<file path="config.mk">
export PLATFORM = sky130hd
export DESIGN_NAME = qrs_run_and_r_peak_detector_core
export DESIGN_NICKNAME = d
export VERILOG_FILES = /design/src/rtl/core/qrd_pkg.sv /design/src/rtl/core/qrd_tracker.sv /design/src/rtl/core/qrd_out_reg.sv /design/src/rtl/core/qrs_run_and_r_peak_detector_core.sv
export SDC_FILE = /design/constraint.sdc
export NUM_CORES = 1
export LEC_CHECK = 0
export BUFFER_PORTS_ARGS = -buffer_cell sky130_fd_sc_hd__buf_4
export CAP_MARGIN = 20
export CORE_MARGIN = 1
export CORE_UTILIZATION = 61
export CTS_CLUSTER_DIAMETER = 30
export DETAILED_ROUTE_END_ITERATION = 10
export GPL_ROUTABILITY_DRIVEN = 0
export HOLD_SLACK_MARGIN = 0.05
export PLACE_DENSITY_LB_ADDON = 0.3
export SLEW_MARGIN = 15
export SYNTH_ARGS = -nofsm -noshare
export SYNTH_HDL_FRONTEND = slang
export SYNTH_SLANG_ARGS = --single-unit
</file>
<file path="constraint.sdc">
create_clock -name clk -period 17.2 [get_ports clk]
set_input_delay 3.44 -clock clk [delete_from_list [all_inputs] [get_ports clk]]
set_output_delay 3.44 -clock clk [all_outputs]
set_load 0.02 [all_outputs]
</file>
<file path="src/rtl/core/qrd_pkg.sv">
package qrd_pkg;

	localparam int DEF_INDEX_WIDTH  = 24;
	localparam int DEF_SAMPLE_WIDTH = 32;
	localparam int GATE_WIDTH       = 32;
	localparam int MIN_LEN_WIDTH    = 16;

	localparam logic [MIN_LEN_WIDTH-1:0] MIN_LEN_RESET = 16'd10;

	typedef struct packed {
		logic record_start;
		logic gate_on;
	} item_flags_t;

endpackage

</file>
<file path="src/rtl/core/qrd_tracker.sv">
module qrd_tracker #(
	parameter int INDEX_WIDTH  = qrd_pkg::DEF_INDEX_WIDTH,
	parameter int SAMPLE_WIDTH = qrd_pkg::DEF_SAMPLE_WIDTH
) (
	input  logic                                  clk,
	input  logic                                  arst_n,
	input  logic                                  cfg_wr_en,
	input  logic [qrd_pkg::MIN_LEN_WIDTH-1:0]     cfg_wr_data,
	input  logic                                  fire,
	input  qrd_pkg::item_flags_t                  flags,
	input  logic signed [SAMPLE_WIDTH-1:0]        sample,
	output logic                                  hit,
	output logic [INDEX_WIDTH-1:0]                res_start,
	output logic [INDEX_WIDTH-1:0]                res_end,
	output logic [INDEX_WIDTH-1:0]                res_peak_index,
	output logic signed [SAMPLE_WIDTH-1:0]        res_peak_value
);

	localparam int CMP_WIDTH = (INDEX_WIDTH > qrd_pkg::MIN_LEN_WIDTH) ?
		INDEX_WIDTH : qrd_pkg::MIN_LEN_WIDTH;
	localparam logic [INDEX_WIDTH-1:0] INDEX_MAX = {INDEX_WIDTH{1'b1}};

	logic [qrd_pkg::MIN_LEN_WIDTH-1:0] min_len_q;
	logic                              inside_q;
	logic [INDEX_WIDTH-1:0]            index_q;
	logic [INDEX_WIDTH-1:0]            run_start_q;
	logic signed [SAMPLE_WIDTH-1:0]    best_value_q;
	logic [INDEX_WIDTH-1:0]            best_index_q;

	logic                              inside_cur;
	logic [INDEX_WIDTH-1:0]            idx;
	logic [INDEX_WIDTH-1:0]            run_len;
	logic                              inside_nxt;
	logic [INDEX_WIDTH-1:0]            run_start_nxt;
	logic signed [SAMPLE_WIDTH-1:0]    best_value_nxt;
	logic [INDEX_WIDTH-1:0]            best_index_nxt;

	always_comb begin
		inside_cur     = flags.record_start ? 1'b0 : inside_q;
		idx            = flags.record_start ? '0 : index_q;
		run_len        = idx - run_start_q;
		inside_nxt     = inside_cur;
		run_start_nxt  = flags.record_start ? '0 : run_start_q;
		best_value_nxt = flags.record_start ? '0 : best_value_q;
		best_index_nxt = flags.record_start ? '0 : best_index_q;
		hit            = 1'b0;
		if (!inside_cur) begin
			if (flags.gate_on) begin
				inside_nxt     = 1'b1;
				run_start_nxt  = idx;
				best_value_nxt = sample;
				best_index_nxt = idx;
			end
		end else if (flags.gate_on) begin
			if (sample > best_value_q) begin
				best_value_nxt = sample;
				best_index_nxt = idx;
			end
		end else begin
			inside_nxt = 1'b0;
			hit = CMP_WIDTH'(run_len) > CMP_WIDTH'(min_len_q);
		end
	end

	assign res_start      = run_start_q;
	assign res_end        = idx;
	assign res_peak_index = best_index_q;
	assign res_peak_value = best_value_q;

	always_ff @(posedge clk or negedge arst_n) begin
		if (!arst_n) begin
			min_len_q    <= qrd_pkg::MIN_LEN_RESET;
			inside_q     <= 1'b0;
			index_q      <= '0;
			run_start_q  <= '0;
			best_value_q <= '0;
			best_index_q <= '0;
		end else begin
			if (cfg_wr_en) begin
				min_len_q <= cfg_wr_data;
			end
			if (fire) begin
				inside_q     <= inside_nxt;
				index_q      <= (idx == INDEX_MAX) ? INDEX_MAX : idx + 1'b1;
				run_start_q  <= run_start_nxt;
				best_value_q <= best_value_nxt;
				best_index_q <= best_index_nxt;
			end
		end
	end

	assert property (@(posedge clk) disable iff (!arst_n)
		inside_q |-> (best_index_q >= run_start_q))
		else $error("peak index before run start");

	assert property (@(posedge clk) disable iff (!arst_n)
		(fire && hit) |=> !inside_q)
		else $error("run still open after reporting a complex");

endmodule

</file>
<file path="src/rtl/core/qrd_out_reg.sv">
module qrd_out_reg #(
	parameter int DATA_WIDTH = 8
) (
	input  logic                  clk,
	input  logic                  arst_n,
	input  logic                  load,
	input  logic [DATA_WIDTH-1:0] load_data,
	output logic                  tvalid,
	input  logic                  tready,
	output logic [DATA_WIDTH-1:0] tdata
);

	logic                  valid_q;
	logic [DATA_WIDTH-1:0] data_q;

	always_ff @(posedge clk or negedge arst_n) begin
		if (!arst_n) begin
			valid_q <= 1'b0;
		end else if (load) begin
			valid_q <= 1'b1;
		end else if (tready) begin
			valid_q <= 1'b0;
		end
	end

	always_ff @(posedge clk) begin
		if (load) begin
			data_q <= load_data;
		end
	end

	assign tvalid = valid_q;
	assign tdata  = data_q;

	assert property (@(posedge clk) disable iff (!arst_n)
		load |-> (!valid_q || tready))
		else $error("result overwritten before its transaction");

endmodule

</file>
<file path="src/rtl/core/qrs_run_and_r_peak_detector_core.sv">
// qrs run and r peak detector
// s_axis carries one ecg sample per transaction: tdata holds the gating level
// (nonzero inside a qrs run) and the signed sample searched for the peak,
// tuser flags the first sample of a new record, which restarts the sample
// index at zero and drops any open run.
// m_axis carries one transaction per reported complex: run start index, end
// index (first zero sample after the run), index and value of the first
// maximum. a complex is reported when its length exceeds min_qrs_length,
// written through cfg_wr_en / cfg_wr_data; the user must write it only while
// no sample is in flight, and the block does not enforce this. one sample is
// taken per cycle unless a result-bearing sample waits on a stalled m_axis; a
// sample is held in the input register and its result in the output register,
// and run tracking, the length compare and the peak compare are combinational between the two.
// when m_axis stalls with a result waiting, samples that produce no result
// still flow; the next result-bearing sample waits and s_axis_tready drops.
// reset clears all run state, the sample index and both pipeline valids and
// loads min_qrs_length with 10.
module qrs_run_and_r_peak_detector_core #(
	parameter int INDEX_WIDTH  = qrd_pkg::DEF_INDEX_WIDTH,
	parameter int SAMPLE_WIDTH = qrd_pkg::DEF_SAMPLE_WIDTH,
	localparam int IN_DW  = ((qrd_pkg::GATE_WIDTH + SAMPLE_WIDTH + 7) / 8) * 8,
	localparam int OUT_DW = ((3 * INDEX_WIDTH + SAMPLE_WIDTH + 7) / 8) * 8
) (
	input  logic                              clk,
	input  logic                              arst_n,
	input  logic                              cfg_wr_en,
	input  logic [qrd_pkg::MIN_LEN_WIDTH-1:0] cfg_wr_data,
	input  logic                              s_axis_tvalid,
	output logic                              s_axis_tready,
	// gate_sample, peak_sample
	input  logic [IN_DW-1:0]                  s_axis_tdata,
	// record_start
	input  logic                              s_axis_tuser,
	output logic                              m_axis_tvalid,
	input  logic                              m_axis_tready,
	// qrs_start, qrs_end, peak_index, peak_value
	output logic [OUT_DW-1:0]                 m_axis_tdata
);

	localparam int GW = qrd_pkg::GATE_WIDTH;

	logic                           valid_s1;
	qrd_pkg::item_flags_t           flags_s1;
	logic signed [SAMPLE_WIDTH-1:0] sample_s1;

	logic                           advance;
	logic                           hit;
	logic [INDEX_WIDTH-1:0]         res_start;
	logic [INDEX_WIDTH-1:0]         res_end;
	logic [INDEX_WIDTH-1:0]         res_peak_index;
	logic signed [SAMPLE_WIDTH-1:0] res_peak_value;
	logic                           in_fire;

	assign advance       = valid_s1 && (!hit || !m_axis_tvalid || m_axis_tready);
	assign s_axis_tready = !valid_s1 || advance;
	assign in_fire       = s_axis_tvalid && s_axis_tready;

	always_ff @(posedge clk or negedge arst_n) begin
		if (!arst_n) begin
			valid_s1 <= 1'b0;
		end else if (in_fire) begin
			valid_s1 <= 1'b1;
		end else if (advance) begin
			valid_s1 <= 1'b0;
		end
	end

	always_ff @(posedge clk) begin
		if (in_fire) begin
			flags_s1.record_start <= s_axis_tuser;
			flags_s1.gate_on      <= |s_axis_tdata[GW-1:0];
			sample_s1             <= s_axis_tdata[GW +: SAMPLE_WIDTH];
		end
	end

	qrd_tracker #(
		.INDEX_WIDTH  (INDEX_WIDTH),
		.SAMPLE_WIDTH (SAMPLE_WIDTH)
	) u_tracker (
		.clk            (clk),
		.arst_n         (arst_n),
		.cfg_wr_en      (cfg_wr_en),
		.cfg_wr_data    (cfg_wr_data),
		.fire           (advance),
		.flags          (flags_s1),
		.sample         (sample_s1),
		.hit            (hit),
		.res_start      (res_start),
		.res_end        (res_end),
		.res_peak_index (res_peak_index),
		.res_peak_value (res_peak_value)
	);

	qrd_out_reg #(
		.DATA_WIDTH (OUT_DW)
	) u_out_reg (
		.clk       (clk),
		.arst_n    (arst_n),
		.load      (advance && hit),
		.load_data (OUT_DW'({res_peak_value, res_peak_index, res_end, res_start})),
		.tvalid    (m_axis_tvalid),
		.tready    (m_axis_tready),
		.tdata     (m_axis_tdata)
	);

	assert property (@(posedge clk) disable iff (!arst_n)
		m_axis_tvalid |-> (m_axis_tdata[2*INDEX_WIDTH-1:INDEX_WIDTH] >
			m_axis_tdata[INDEX_WIDTH-1:0]))
		else $error("complex end not after its start");

	assert property (@(posedge clk) disable iff (!arst_n)
		m_axis_tvalid |-> (m_axis_tdata[3*INDEX_WIDTH-1:2*INDEX_WIDTH] >=
			m_axis_tdata[INDEX_WIDTH-1:0] &&
			m_axis_tdata[3*INDEX_WIDTH-1:2*INDEX_WIDTH] <
			m_axis_tdata[2*INDEX_WIDTH-1:INDEX_WIDTH]))
		else $error("peak index outside its complex");

	assert property (@(posedge clk) disable iff (!arst_n)
		(valid_s1 && !advance) |-> !s_axis_tready)
		else $error("sample taken while the input register is blocked");

endmodule

</file>
### Word level (Yosys, flattened, before mapping)

Cells that the tools add are included.

| storage, ports and cells | value |
|---|---|
| register bits after elaboration | 261 |
| input port bits | 86 |
| word-level logic and storage cells | 52 |

| operators by class | value |
|---|---|
| add/subtract/negate cells | 2 |
| order comparisons | 2 |
| eq/ne operators | 1 |
| mux-type cells | 23 |
| reductions and logical operators | 12 |

Operator list:

| kind | count |
|---|---|
| $mux W24 | 10 |
| $mux W32 | 5 |
| $gt A32 B32 Y1 | 1 |
| $reduce_or A32 Y1 | 1 |
| $add A24 B1 Y24 const B | 1 |
| $eq A24 B24 Y1 const B | 1 |
| $gt A24 B16 Y1 | 1 |
| $sub A24 B24 Y24 | 1 |
| $mux W1 | 8 |
| $reduce_bool A2 Y1 | 2 |
| $logic_and A1 B1 Y1 | 3 |
| $logic_not A1 Y1 | 3 |
| $logic_or A1 B1 Y1 | 3 |

### Logic depth before layout (Yosys ltp)

Gate-level depths: netlist (run 1).

| logic depth | value |
|---|---|
| depth in word-level cells | 12 |
| depth in mapped cells | 26 |

### Hierarchy

From an unflattened synthesis (run 1), not the netlist that was laid out.

| second synthesis, totals | value |
|---|---|
| cells, all modules | 958 |
| area, all modules | 12052.8 sq um |

Modules (own cells, without submodules):

| module | instances | cells each | area each (sq um) |
|---|---|---|---|
| qrd_tracker | 1 | 799 | 7731.2 |
| qrd_out_reg | 1 | 107 | 3159.3 |
| qrs_run_and_r_peak_detector_core | 1 | 52 | 1162.4 |

### Worst setup path before layout (run 1)

OpenSTA, ideal clock, no wires.

| timing | value |
|---|---|
| path type | reg-to-reg |
| from | reg flags_s1[1] (netlist name) |
| to | reg u_out_reg.data_q[0] (netlist: u_out_reg.tdata[0]) (enable) |
| library setup time | 567 ps |
| data arrival time | 9601 ps |
| required time | 16633 ps |
| path slack | 7031 ps |
| stages on the path, launching flop included | 25 |
| buffers on the path | 5 |
| cells stage by stage | edfxtp_1 -> clkbuf_1 -> buf_1 -> clkbuf_1 -> clkbuf_1 -> clkbuf_1 -> nor2b_1 -> ha_1 -> nand2_1 -> o21ai_0 -> o221ai_4 -> o31ai_2 -> nor2b_4 -> nor2b_1 -> xnor2_1 -> ha_1 -> nand4_1 -> nor4_1 -> a221oi_1 -> o21ai_0 -> a21oi_1 -> and4_1 -> and3_1 -> or2_2 -> nor2_1 |

| between the ends | value |
|---|---|
| word-level cells in the longest chain between the ends | 10 |

RTL lines:

| what | RTL line | source |
|---|---|---|
| start, declared | qrs_run_and_r_peak_detector_core.sv:43 | `qrd_pkg::item_flags_t flags_s1;` |
| $mux W24 * | qrd_tracker.sv:40 | `idx = flags.record_start ? '0 : index_q;` |
| via res_end[2] | qrs_run_and_r_peak_detector_core.sv:49 | `logic [INDEX_WIDTH-1:0] res_end;` |
| $sub A24 B24 Y24 * | qrd_tracker.sv:41 | `run_len = idx - run_start_q;` |
| $gt A24 B16 Y1 * | qrd_tracker.sv:61 | `hit = CMP_WIDTH'(run_len) > CMP_WIDTH'(min_len_q);` |
| $mux W1 * | qrd_tracker.sv:54 | `end else if (flags.gate_on) begin` |
| $mux W1 * | qrd_tracker.sv:47 | `if (!inside_cur) begin` |
| $logic_not A1 Y1 | qrs_run_and_r_peak_detector_core.sv:54 | `assign advance = valid_s1 && (!hit \|\| !m_axis_tvalid \|\| m_axis_tready);` |
| $logic_or A1 B1 Y1 (2 in a row) | qrs_run_and_r_peak_detector_core.sv:54 |  |
| $logic_and A1 B1 Y1 | qrs_run_and_r_peak_detector_core.sv:54 |  |
| $logic_and A1 B1 Y1 * | qrs_run_and_r_peak_detector_core.sv:99 | `.load (advance && hit),` |
| via u_out_reg.load | qrd_out_reg.sv:6 | `input logic load,` |
| end signal, assigned | qrd_out_reg.sv:28 | `data_q <= load_data;` |
| end, declared | qrd_out_reg.sv:14 | `logic [DATA_WIDTH-1:0] data_q;` |

Mark *: on every way through the listed nets, which the timed path passes. The rest lies on a longest branch.
A chain may end at the register's enable or synchronous reset.

### Worst setup path after layout (run 1)

| timing | value |
|---|---|
| from | reg flags_s1[1] (netlist name) |
| to | out s_axis_tready |

| between the ends | value |
|---|---|
| word-level cells in the longest chain between the ends | 10 |

RTL lines:

| what | RTL line | source |
|---|---|---|
| $mux W24 | qrd_tracker.sv:40 |  |
| via res_end[0] | qrs_run_and_r_peak_detector_core.sv:49 |  |
| $sub A24 B24 Y24 | qrd_tracker.sv:41 |  |
| $gt A24 B16 Y1 | qrd_tracker.sv:61 |  |
| $mux W1 | qrd_tracker.sv:54 |  |
| $mux W1 | qrd_tracker.sv:47 |  |
| $logic_not A1 Y1 | qrs_run_and_r_peak_detector_core.sv:54 |  |
| $logic_or A1 B1 Y1 (2 in a row) | qrs_run_and_r_peak_detector_core.sv:54 |  |
| $logic_and A1 B1 Y1 | qrs_run_and_r_peak_detector_core.sv:54 |  |
| $logic_or A1 B1 Y1 | qrs_run_and_r_peak_detector_core.sv:55 | `assign s_axis_tready = !valid_s1 \|\| advance;` |
| end, declared | qrs_run_and_r_peak_detector_core.sv:29 | `output logic s_axis_tready,` |

The timed path passes the listed nets, and every way through them passes these cells.

==> results of run 1 <==
-- logic make-up (layout without fill, tap and decap cells) --
family	count (synthesis)	in the layout
xor+xnor	22	22
simple gates	263	263
flops	261	261
mux	4	4
fa+ha+maj	73	73
compound gates	265	265
buf+inv	133	370
-- layer usage --
metal | vias up | part of all wire [%]
met3 | 90 | 8.7
met5 | - | 0
met4 | 0 | 3.4
met2 | 480 | 50
met1 | 4391 | 38
li1 | 4213 | -
-- area by class of cell --
cell class	instances	area (sq um)
multi-input combinational	627	4527
clock buffer	50	1176
tap	265	331.6
clock inverter	33	324.1
fill	1171	4179
timing repair buffer	200	1501
inverter	87	326.6
sequential	261	7224
-- state kept, by name (all words and copies together) (netlist names) --
name / count
u_tracker.index_q: 24
u_tracker.min_len_q: 16
u_tracker.res_peak_value: 32
u_out_reg.tdata: 104
u_tracker.inside_q: 1
u_out_reg.tvalid: 1
valid_s1: 1
flags_s1: 2
u_tracker.res_start: 24
sample_s1: 32
u_tracker.res_peak_index: 24
-- worst register-to-register path: stages (launching register included) --
cell and delay, ps:
edfxtp_1 370, buf_4 300, nor2b_1 390, inv_1 90, ha_1 210, inv_1 80, fa_1 200, a21oi_1 90
maj3_1 420, o31a_1 400, and3_1 200, o211a_1 240, xnor2_1 130, ha_1 330, nand4_1 120, nor4_1 460
a221oi_1 180, o21ai_0 110, a21oi_1 120, and4_1 270, and3_1 200, or2_2 320, nor2_4 820, buf_4 850
-- synthesized netlist by cell type (all sizes together) (3+ instances only) --
library cell	instances	area, sq um
or3	3	18.77
o21bai	3	22.52
xnor2	13	113.9
o21ai	40	200.2
a21o	17	127.6
clkbuf	28	106.4
xor2	9	78.83
nor3	16	85.08
edfxtp	138	4144
dfrtp	121	3028
a211o	7	61.31
ha	71	888.4
a31o	3	35.04
a22o	79	691.9
nor4	15	93.84
or2	3	18.77
and3	15	93.84
nand2b	4	27.53
a31oi	12	90.09
o31a	3	26.28
nor2	43	171.4
a21oi	49	245.2
nand2	73	281.5
nor2b	35	226.5
and4	5	43.79
nand3	14	75.07
a211oi	11	82.58
and2	3	18.77
o31ai	9	72.57
inv	87	326.6
buf	18	115.1
o32a	3	30.03
o21a	7	52.55
nand4	28	175.2
-- report_power, final --
group,internal (mW),switching [mW]
combinational,0.130,0.165
sequential,0.693,0.0286
clock,0.539,0.327
-- final timing paths --
kind | end | startpoint | slack [ps]
worst min register to register | u_out_reg.tdata[71]$_DFFE_PP_ | u_tracker.res_peak_index[23]$_DFFE_PN0P_ | 450
worst max-delay path | s_axis_tready | flags_s1[1]$_DFFE_PP_ | 7780
max in group asynchronous | u_tracker.res_peak_index[21]$_DFFE_PN0P_ | arst_n | 12850
worst min-delay path | u_out_reg.tdata[71]$_DFFE_PP_ | u_tracker.res_peak_index[23]$_DFFE_PN0P_ | 450
worst max register to register | u_out_reg.tdata[32]$_DFFE_PP_ | flags_s1[1]$_DFFE_PP_ | 9880
min in group asynchronous | u_tracker.res_peak_value[9]$_DFFE_PN0P_ | arst_n | 2990
-- stage by stage --
stage / instances / utilization (%) / hold slack [ps] / power, mW / area [sq um]
2_1_floorplan: 1021 / - / 424.0 / 0.9315 / 12280
3_3_place_gp: 1440 / 70.98 / 436.0 / 1.003 / 13910
3_5_place_dp: 1440 / 70.98 / 438.2 / 1.016 / 13910
4_1_cts: 1523 / 78.64 / 457.0 / 1.890 / 15410
5_1_grt: 1523 / 78.67 / 467.7 / 1.956 / 15410
6_report: 1523 / 78.67 / 454.9 / 1.883 / 15410
==> results.ini, run 1 <==
[outcome]
outcome = complete, no violations

[grt]
grt_usage_pct = 29.71
grt.met1_usage_pct = 37.11
met2_usage_pct = 49.05
grt_max_degree = 67
grtUsageMet3_pct = 7.498
grt_pass1_vias = 9039
top_usage_layer = met2
grt_first_pass_wirelength_mm = 46.66
grt_antenna_before_repair = 0
grt_remaining_overflow = 0

[drt]
wirelength_mm = 29.69
dr.first_iter.drc_count = 707
vias_per_cell = 6.024
wire_per_inst_microns = 19.49
first_pass_iters = 5
drc = 0
ant_nets = 0
vias = 9174

[die]
die_area_sq_mm = 0.02070
rows = 51
start_util_pct = 62.66
io_pins = 192
core_area_sq_mm = 0.01959
die_w_microns = 143.9
die_h_microns = 143.9

[yosys]
async_flop_share_pct = 47.13
synthFlopType = edfxtp_1
yosys_register_bits = 261
ys_seq_area_share_pct = 58.85
synth.net_count = 1179
yosys-mux-area-fraction_pct = 0.3771
synth_top_family_by_area = compound AO/OA/AOI/OAI gates
synth-compound-area-share_pct = 15.99
ys_warn_count = 0
synth_cell_types = 77
synth_fa_ha_area_share_pct = 7.481
synth.avg_cell_area_sq_um = 12.02
syn_area_sq_mm = 0.01228
netlist_instances = 1021
synth_xor_area_share_pct = 1.570
synth_edf_count = 138
yosys.area_share.simple_pct = 11.26

[timing]
finalSetupTns_ps = 0
relSlewSlack_pct = 27.18
max_freq_mhz = 106.2
min_period_over_period_pct = 54.75
setup_viol = 0
skew_ps = 19.38
rsz0062_at_grt = false
worst_slack_ps = 7783
period_minus_slack_ps = 9417
worstMarginPinSlew_ps = 1090
hold_violations = 0
finalMaxSlewViolations = 0

[setup_path]
crit_type = flip-flop to output pin
cpPeakStageDelay_ps = 460
cp_data_arrival_time_ps = 5980
critPathTopFamily = simple AND/OR/NAND/NOR gates
r2r_cells = 23
path_depth = 22
cp_data_required_time_ps = 13760
crit_chain = buf_4, nor2b_1, inv_1, ha_1, inv_1, fa_1, a21oi_1, maj3_1, o31a_1, and3_1, o211a_1, xnor2_1, ha_1, nand4_1, nor4_1, a221oi_1, o21ai_0, a21oi_1, and4_1, and3_1, or3_1, buf_4
crit_buf_inv = 4
crit_slowest_cell = nor4_1
endpoint_kind = output pin
cp-start-kind = flip-flop
cp_max_fo = 50

[clock_tree]
clkLatencyLatePin_ps = 530
path_clk_slew_ps = 50
cts_resized = 0
cts_max_level = 2
numCtsBuffers = 45
postCtsSetupRepairBufs = 0
cts_tree = done
cts_hold_buffers = 0
clockRootBuffer = clkbuf_16
clockBufferDepth = 3
cts.sinks = 261

[finish]
layout.cells.most_common = buf_4
final_cell_mix = buf_4, edfxtp_1, dfrtp_1
fin_nets = 1380
insertedDiodeCount = 0
drive_above_1_share_pct = 24.09
area_growth_pct = 25.54

[pwr]
leakagePower_nw = 6.823
max-vdd-ir-drop_v = 0.0001209
powerDensity_mw_per_mm2 = 122.2

[worst_hold_path]
hold_path_depth = 0
holdCritPathClass = flip-flop to flip-flop

[job]
drv_cap = 0

[placement]
post-place-ws_ps = 8448
hpwl_mm = 19.72
io_buffer_count = 191

No activity file was read; power rests on OpenSTA's default activity.
==> inputs of run 2 (changes only) <==
ABC_AREA = 1   (was not set)
CORE_UTILIZATION = 53   (was 61)
clock period = 7.9 ns   (was 17.2 ns; I/O delays follow)
==> results.ini, run 2 <==
[drt]
wire_per_inst_microns = 17.63  ; was 19.49 microns
vias_per_cell = 5.823  ; was 6.024
drc = 0  ; unchanged
first_pass_iters = 7  ; was 5
ant_nets = 0  ; unchanged
wirelength_mm = 41.58  ; was 29.69 mm
dr.first_iter.drc_count = 1540  ; was 707
vias = 13730  ; was 9,174

[timing]
rsz0062_at_grt = false  ; unchanged
max_freq_mhz = 151.7
worstMarginPinSlew_ps = 1022  ; was 1090 ps
setup_viol = 0  ; unchanged
finalMaxSlewViolations = 0  ; unchanged
relSlewSlack_pct = 31.88  ; was 27.18%
min_period_over_period_pct = 83.46
finalSetupTns_ps = 0  ; unchanged
period_minus_slack_ps = 6593
skew_ps = 16.45  ; was 19.38 ps
hold_violations = 0  ; unchanged

[setup_path]
cp_max_fo = 23  ; was 50
cp_data_required_time_ps = 6320  ; was 13,760 ps
critPathTopFamily = simple AND/OR/NAND/NOR gates  ; unchanged
r2r_cells = 20  ; was 23
crit_buf_inv = 2  ; was 4
endpoint_kind = output pin  ; unchanged
crit_slowest_cell = edfxtp_1  ; was nor4_1
worstReg2RegEnd = u_out_reg.tdata[15]$_DFFE_PP_  ; was u_out_reg.tdata[32]$_DFFE_PP_
crit_chain = buf_4, nor2_1, ha_1, a21oi_1, o21ai_0, o21bai_1, a31o_2, xor2_1, ha_1, nand4_1, nor3_1, nand3_1, nand2_1, nand3_1, nor2_1, nand3_2, nand4_1, buf_4  ; was buf_4, nor2b_1, inv_1, ha_1, inv_1, fa_1, a21oi_1, maj3_1, o31a_1, and3_1, o211a_1, xnor2_1, ha_1, nand4_1, nor4_1, a221oi_1, o21ai_0, a21oi_1, and4_1, and3_1, or3_1, buf_4
cpPeakStageDelay_ps = 760  ; was 460 ps
cp-start-kind = flip-flop  ; unchanged
worst-r2r-setup-slack_ps = 2030  ; was 9880 ps
startpoint = flags_s1[1]$_DFFE_PP_  ; unchanged
crit_type = flip-flop to output pin  ; unchanged
cp_data_arrival_time_ps = 5010  ; was 5980 ps
r2r_start = flags_s1[1]$_DFFE_PP_  ; unchanged

[yosys]
synth.net_count = 1920  ; was 1,179
synth_edf_count = 138  ; unchanged
synth.avg_cell_area_sq_um = 8.368  ; was 12.02 sq um
async_flop_share_pct = 47.13  ; unchanged
synthFlopType = edfxtp_1  ; unchanged
syn_area_sq_mm = 0.01474  ; was 0.01228 sq mm
yosys.area.top_type = edfxtp_1  ; unchanged
netlist_instances = 1762  ; was 1,021
ys_seq_area_share_pct = 49.00  ; was 58.85%
yosys_register_bits = 261  ; unchanged
synth_most_common_cell = nand2_1  ; was edfxtp_1
synth_cell_types = 47  ; was 77
yosys-top-cells-area = edfxtp_1, dfrtp_1, nand2_1  ; was edfxtp_1, dfrtp_1, ha_1
synth_common_cells = nand2_1, nand3_1, inv_1, edfxtp_1, dfrtp_1  ; was edfxtp_1, dfrtp_1, inv_1, a22o_1, nand2_1
ys_warn_count = 0  ; unchanged
synth_top_area_share_pct = 28.11  ; was 33.76%

[die]
core_area_sq_mm = 0.02710  ; was 0.01959 sq mm
die_h_microns = 168.8  ; was 143.9 microns
rows = 60  ; was 51
die_area_sq_mm = 0.02849  ; was 0.02070 sq mm
start_util_pct = 54.40  ; was 62.66%
die_w_microns = 168.8  ; was 143.9 microns
io_pins = 192  ; unchanged

[grt]
grt_max_degree = 106  ; was 67
grt_usage_pct = 29.07  ; was 29.71%
grt_antenna_before_repair = 1  ; was 0
grt_first_pass_wirelength_mm = 66.16  ; was 46.66 mm
grt_pass1_vias = 13000  ; was 9,039
grt_remaining_overflow = 0  ; unchanged

[worst_hold_path]
hp-start = u_tracker.index_q[10]$_DFFE_PN0P_  ; was u_tracker.res_peak_index[23]$_DFFE_PN0P_
holdCritPathClass = flip-flop to flip-flop  ; unchanged
hold_path_depth = 2  ; was 0
hold_end = u_tracker.index_q[10]$_DFFE_PN0P_  ; was u_out_reg.tdata[71]$_DFFE_PP_

[clock_tree]
cts_hold_buffers = 0  ; unchanged
postCtsSetupRepairBufs = 0  ; unchanged
cts_tree = done  ; unchanged
clkLatencyLatePin_ps = 570  ; was 530 ps
numCtsBuffers = 56  ; was 45
cts.sinks = 261  ; unchanged
path_clk_slew_ps = 50  ; about the same
cts_max_level = 2  ; unchanged
clockBufferDepth = 3  ; unchanged
clockRootBuffer = clkbuf_16  ; unchanged
cts_resized = 0  ; unchanged

[finish]
fin_area_sq_mm = 0.01840  ; was 0.01541 sq mm
drive_above_1_share_pct = 17.17  ; was 24.09%
layout.cells.most_common = nand2_1  ; was buf_4
fin_nets = 2096  ; was 1,380
final_cell_mix = nand2_1, nand3_1, buf_4  ; was buf_4, edfxtp_1, dfrtp_1
insertedDiodeCount = 0  ; unchanged
area_growth_pct = 24.82  ; was 25.54%
fillers = 2087  ; was 1,171
largest_reg_flops = 104  ; unchanged

[placement]
dpl_cell_area_sq_mm = 0.01637  ; was 0.01391 sq mm
hpwl_mm = 26.50  ; was 19.72 mm
io_buffer_count = 191  ; unchanged

[pwr]
power_mw = 4.694  ; was 1.883 mW
leakagePower_nw = 9.051  ; was 6.823 nW
max-vdd-ir-drop_v = 0.0001830  ; was 0.0001209 V
powerDensity_mw_per_mm2 = 255.1  ; was 122.2 mW/mm^2

[outcome]
outcome = complete, no violations  ; unchanged

[job]
drv_cap = 0  ; unchanged

-- run 2: kinds of logic (layout without fill, tap and decap cells) --
logic type	after synthesis	count (layout)	share of synthesized area (%)
xor+xnor	19	19	1.129
buf+inv	285	509	7.909
fa+ha+maj	72	72	6.161
simple gates	955	955	28.40
flops	261	261	49.00
mux	1	1	0.07637
compound gates	169	169	7.323
-- run 2: final cells by class --
| cell class | instances | area [sq um] | share of cell area [%] |
|---|---|---|---|
| inverter | 194 | 733.2 | 3.984 |
| multi-input combinational | 1216 | 6366 | 34.59 |
| timing repair buffer | 209 | 1609 | 8.743 |
| tap | 372 | 465.4 | 2.529 |
| clock buffer | 61 | 1430 | 7.771 |
| sequential | 261 | 7228 | 39.28 |
| clock inverter | 45 | 571.8 | 3.107 |
-- run 2: worst max path at each step --
| stage | cells after the start | slack, ps | to |
|---|---|---|---|
| after global routing | 18 | 1040 | s_axis_tready |
| after CTS | 18 | 1380 | s_axis_tready |
| final | 18 | 1310 | s_axis_tready |
| after detailed placement | 18 | 2000 | s_axis_tready |
| after floorplan | 28 | 1930 | u_out_reg.tdata[0]$_DFFE_PP_ |
| after global placement | 18 | 2170 | s_axis_tready |
-- run 2: report_power, final --
part | internal [mW] | total (mW) | leakage (nW) | switching (mW)
Combinational | 0.237 | 0.660 | 5.09 | 0.423
Clock | 1.63 | 2.44 | 0.946 | 0.817
Sequential | 1.52 | 1.59 | 3.01 | 0.0742
Total | 3.38 | 4.69 | 9.05 | 1.31
-- run 2: metrics by stage --
step,util [%],hold WS (ps),instances,setup slack [ps]
2_1_floorplan,-,441.9,1762,1931
3_3_place_gp,60.32,454.5,2250,2168
3_5_place_dp,60.42,459.0,2251,1998
4_1_cts,67.81,467.8,2357,1384
5_1_grt,67.91,487.6,2358,1042
6_report,67.91,466.4,2358,1307
-- run 2: tightest hold or removal path, stage by stage (launching register included) --
cell and delay [ps]:
dfrtp_1 330, nand2_1 50, nand2_1 50
-- run 2: layer usage --
metal  GRT usage (%)  wire length [microns]  up-vias
met4           15.18                   1826        2
li1                -                      -     6344
met5               0                      8        -
met2           45.83                  19320      830
met3           4.770                   3626      138
met1           38.74                  16810     6416
==> inputs of run 3 (changes only) <==
ABC_AREA = 0   (was 1)
CORE_UTILIZATION = 57   (was 53)
clock period = 6.77 ns   (was 7.9 ns; I/O delays follow)
==> results.ini, run 3 (synthesis results as in run 1) <==
[outcome]
outcome = complete, no violations  ; unchanged

[placement]
io_buffer_count = 191  ; unchanged
dp.cells = 1463  ; was 2,251
hpwl_mm = 20.70  ; was 26.50 mm

[grt]
grt_max_degree = 77  ; was 106
grt_usage_pct = 28.37  ; was 29.07%
grt_antenna_before_repair = 0  ; was 1
grt_pass1_vias = 9439  ; was 13,000
grt_first_pass_wirelength_mm = 48.80  ; was 66.16 mm
grt_remaining_overflow = 0  ; unchanged

[die]
core_area_sq_mm = 0.02109  ; was 0.02710 sq mm
die_w_microns = 148.8  ; was 168.8 microns
start_util_pct = 58.21  ; was 54.40%
rows = 53  ; was 60
die_area_sq_mm = 0.02213  ; was 0.02849 sq mm
io_pins = 192  ; unchanged
die_h_microns = 148.8  ; was 168.8 microns

[drt]
vias = 9299  ; was 13,730
first_pass_iters = 6  ; was 7
ant_nets = 0  ; unchanged
dr.first_iter.drc_count = 682  ; was 1,540
wire_per_inst_microns = 19.85  ; was 17.63 microns
drc = 0  ; unchanged
vias_per_cell = 5.984  ; was 5.823
wirelength_mm = 30.85  ; was 41.58 mm

[setup_path]
worst-r2r-setup-slack_ps = 1020  ; was 2030 ps
crit_type = flip-flop to output pin  ; unchanged
r2r_cells = 23  ; was 20
cp_data_required_time_ps = 5420  ; was 6320 ps
worstReg2RegEnd = u_tracker.res_peak_value[24]$_DFFE_PN0P_  ; was u_out_reg.tdata[15]$_DFFE_PP_
cp-start-kind = flip-flop  ; unchanged
endpoint_kind = output pin  ; unchanged
r2r_start = flags_s1[1]$_DFFE_PP_  ; unchanged
cp_max_fo = 4  ; was 23
cp_data_arrival_time_ps = 5150  ; was 5010 ps

[pwr]
leakagePower_nw = 6.974  ; was 9.051 nW
powerDensity_mw_per_mm2 = 319.8  ; was 255.1 mW/mm^2
power_mw = 5.037  ; was 4.694 mW
max-vdd-ir-drop_v = 0.0002370  ; was 0.0001830 V

[timing]
period_minus_slack_ps = 6506
finalMaxSlewViolations = 0  ; unchanged
worstMarginPinSlew_ps = 1002  ; was 1022 ps
rsz0062_at_grt = false  ; unchanged
finalSetupTns_ps = 0  ; unchanged
min_period_over_period_pct = 96.11
relSlewSlack_pct = 33.06  ; was 31.88%
skew_ps = 17.83  ; was 16.45 ps
setup_viol = 0  ; unchanged
max_freq_mhz = 153.7
hold_violations = 0  ; unchanged

[clock_tree]
path_clk_slew_ps = 50  ; about the same
clockBufferDepth = 3  ; unchanged
clockRootBuffer = clkbuf_16  ; unchanged
cts_max_level = 2  ; unchanged
cts_hold_buffers = 0  ; unchanged
numCtsBuffers = 47  ; was 56
clkLatencyLatePin_ps = 540  ; was 570 ps
cts.sinks = 261  ; unchanged
cts_tree = done  ; unchanged

[finish]
insertedDiodeCount = 0  ; unchanged
fin_nets = 1399  ; was 2,096
area_growth_pct = 28.33  ; was 24.82%
final_cell_mix = buf_4, edfxtp_1, dfrtp_1  ; was nand2_1, nand3_1, buf_4
largest_reg_flops = 104  ; unchanged
layoutNonFillerInstCount = 1554  ; was 2,358
fin_util_pct = 74.70  ; was 67.91%
layout.cells.most_common = buf_4  ; was nand2_1
drive_above_1_share_pct = 25.80  ; was 17.17%

[worst_hold_path]
hp-start = u_tracker.res_peak_index[16]$_DFFE_PN0P_  ; was u_tracker.index_q[10]$_DFFE_PN0P_
holdCritPathClass = flip-flop to flip-flop  ; unchanged
hold_path_depth = 0  ; was 2
hold_end = u_out_reg.tdata[64]$_DFFE_PP_  ; was u_tracker.index_q[10]$_DFFE_PN0P_

[job]
drv_cap = 0  ; unchanged

run 3: cell types whose count changed in the layout (fill, tap and decap cells not counted), moves of 15 or more:
cell / before / now
a22o_1: 0 / 79
nor2b_1: 0 / 32
nand2_1: 523 / 72
nand3_1: 269 / 13
nand4_1: 47 / 28
a21o_1: 2 / 17
nor2_1: 72 / 40
a32oi_1: 33 / 1
inv_1: 190 / 87
run 3: area by class of cell:
cell class / count / area, sq um
Timing Repair Buffer: 217 / 1655
Inverter: 87 / 326.6
Fill cell: 1357 / 5335
Tap cell: 275 / 344.1
Clock buffer: 57 / 1286
Sequential cell: 261 / 7224
Clock inverter: 30 / 369.1
Multi-Input combinational cell: 627 / 4547
run 3: how the worst max path moves through the flow:
stage,startpoint,to,cells past startpoint
3_5_place_dp,flags_s1[1]$_DFFE_PP_,s_axis_tready,19
3_3_place_gp,flags_s1[1]$_DFFE_PP_,s_axis_tready,19
6_report,flags_s1[1]$_DFFE_PP_,s_axis_tready,22
5_1_grt,flags_s1[1]$_DFFE_PP_,s_axis_tready,20
2_1_floorplan,flags_s1[1]$_DFFE_PP_,u_out_reg.tdata[0]$_DFFE_PP_,23
4_1_cts,flags_s1[1]$_DFFE_PP_,s_axis_tready,19
run 3: stage by stage:
step                setup WS (ps)  area, sq um  hold WS (ps)
global route                12.40        15750         463.8
floorplan                   26.91        12300         424.0
global placement            820.5        14040         440.7
finish                      263.6        15750         446.9
CTS                         87.33        15700         454.5
detailed placement          674.4        14040         437.4
run 3: timing repair:
item	4_1_cts	5_1_grt
buffers inserted	0	4
setup endpoints to repair	0	1
gates resized for setup	0	8
run 3: critical path: stages, from the launching register on:
cell,delay [ps]
edfxtp_1,450
nor2b_1,180
inv_1,70
ha_1,200
inv_1,70
fa_2,210
a21oi_1,80
maj3_2,350
o31a_1,330
and3_1,200
o211a_1,230
xnor2_1,130
ha_1,330
buf_4,140
a21oi_1,130
nand2_1,90
a221oi_1,220
o21ai_0,120
a21oi_1,200
and4_2,310
and3_1,260
or3_4,170
buf_4,140
run 3: power by group:
part	switching [mW]	leakage [nW]	total [mW]	internal, mW
clock	0.829	0.785	2.43	1.60
combinational	0.427	3.32	0.777	0.350
sequential	0.0741	2.87	1.83	1.76
run 3: per-layer routing:
layer	track usage [%]	vias to the layer above	part of all wire [%]
li1	-	4242	-
met3	5.719	98	8.0
met1	35.80	4518	39
met2	48.39	441	50
met5	0	-	0
met4	10.66	0	3.3
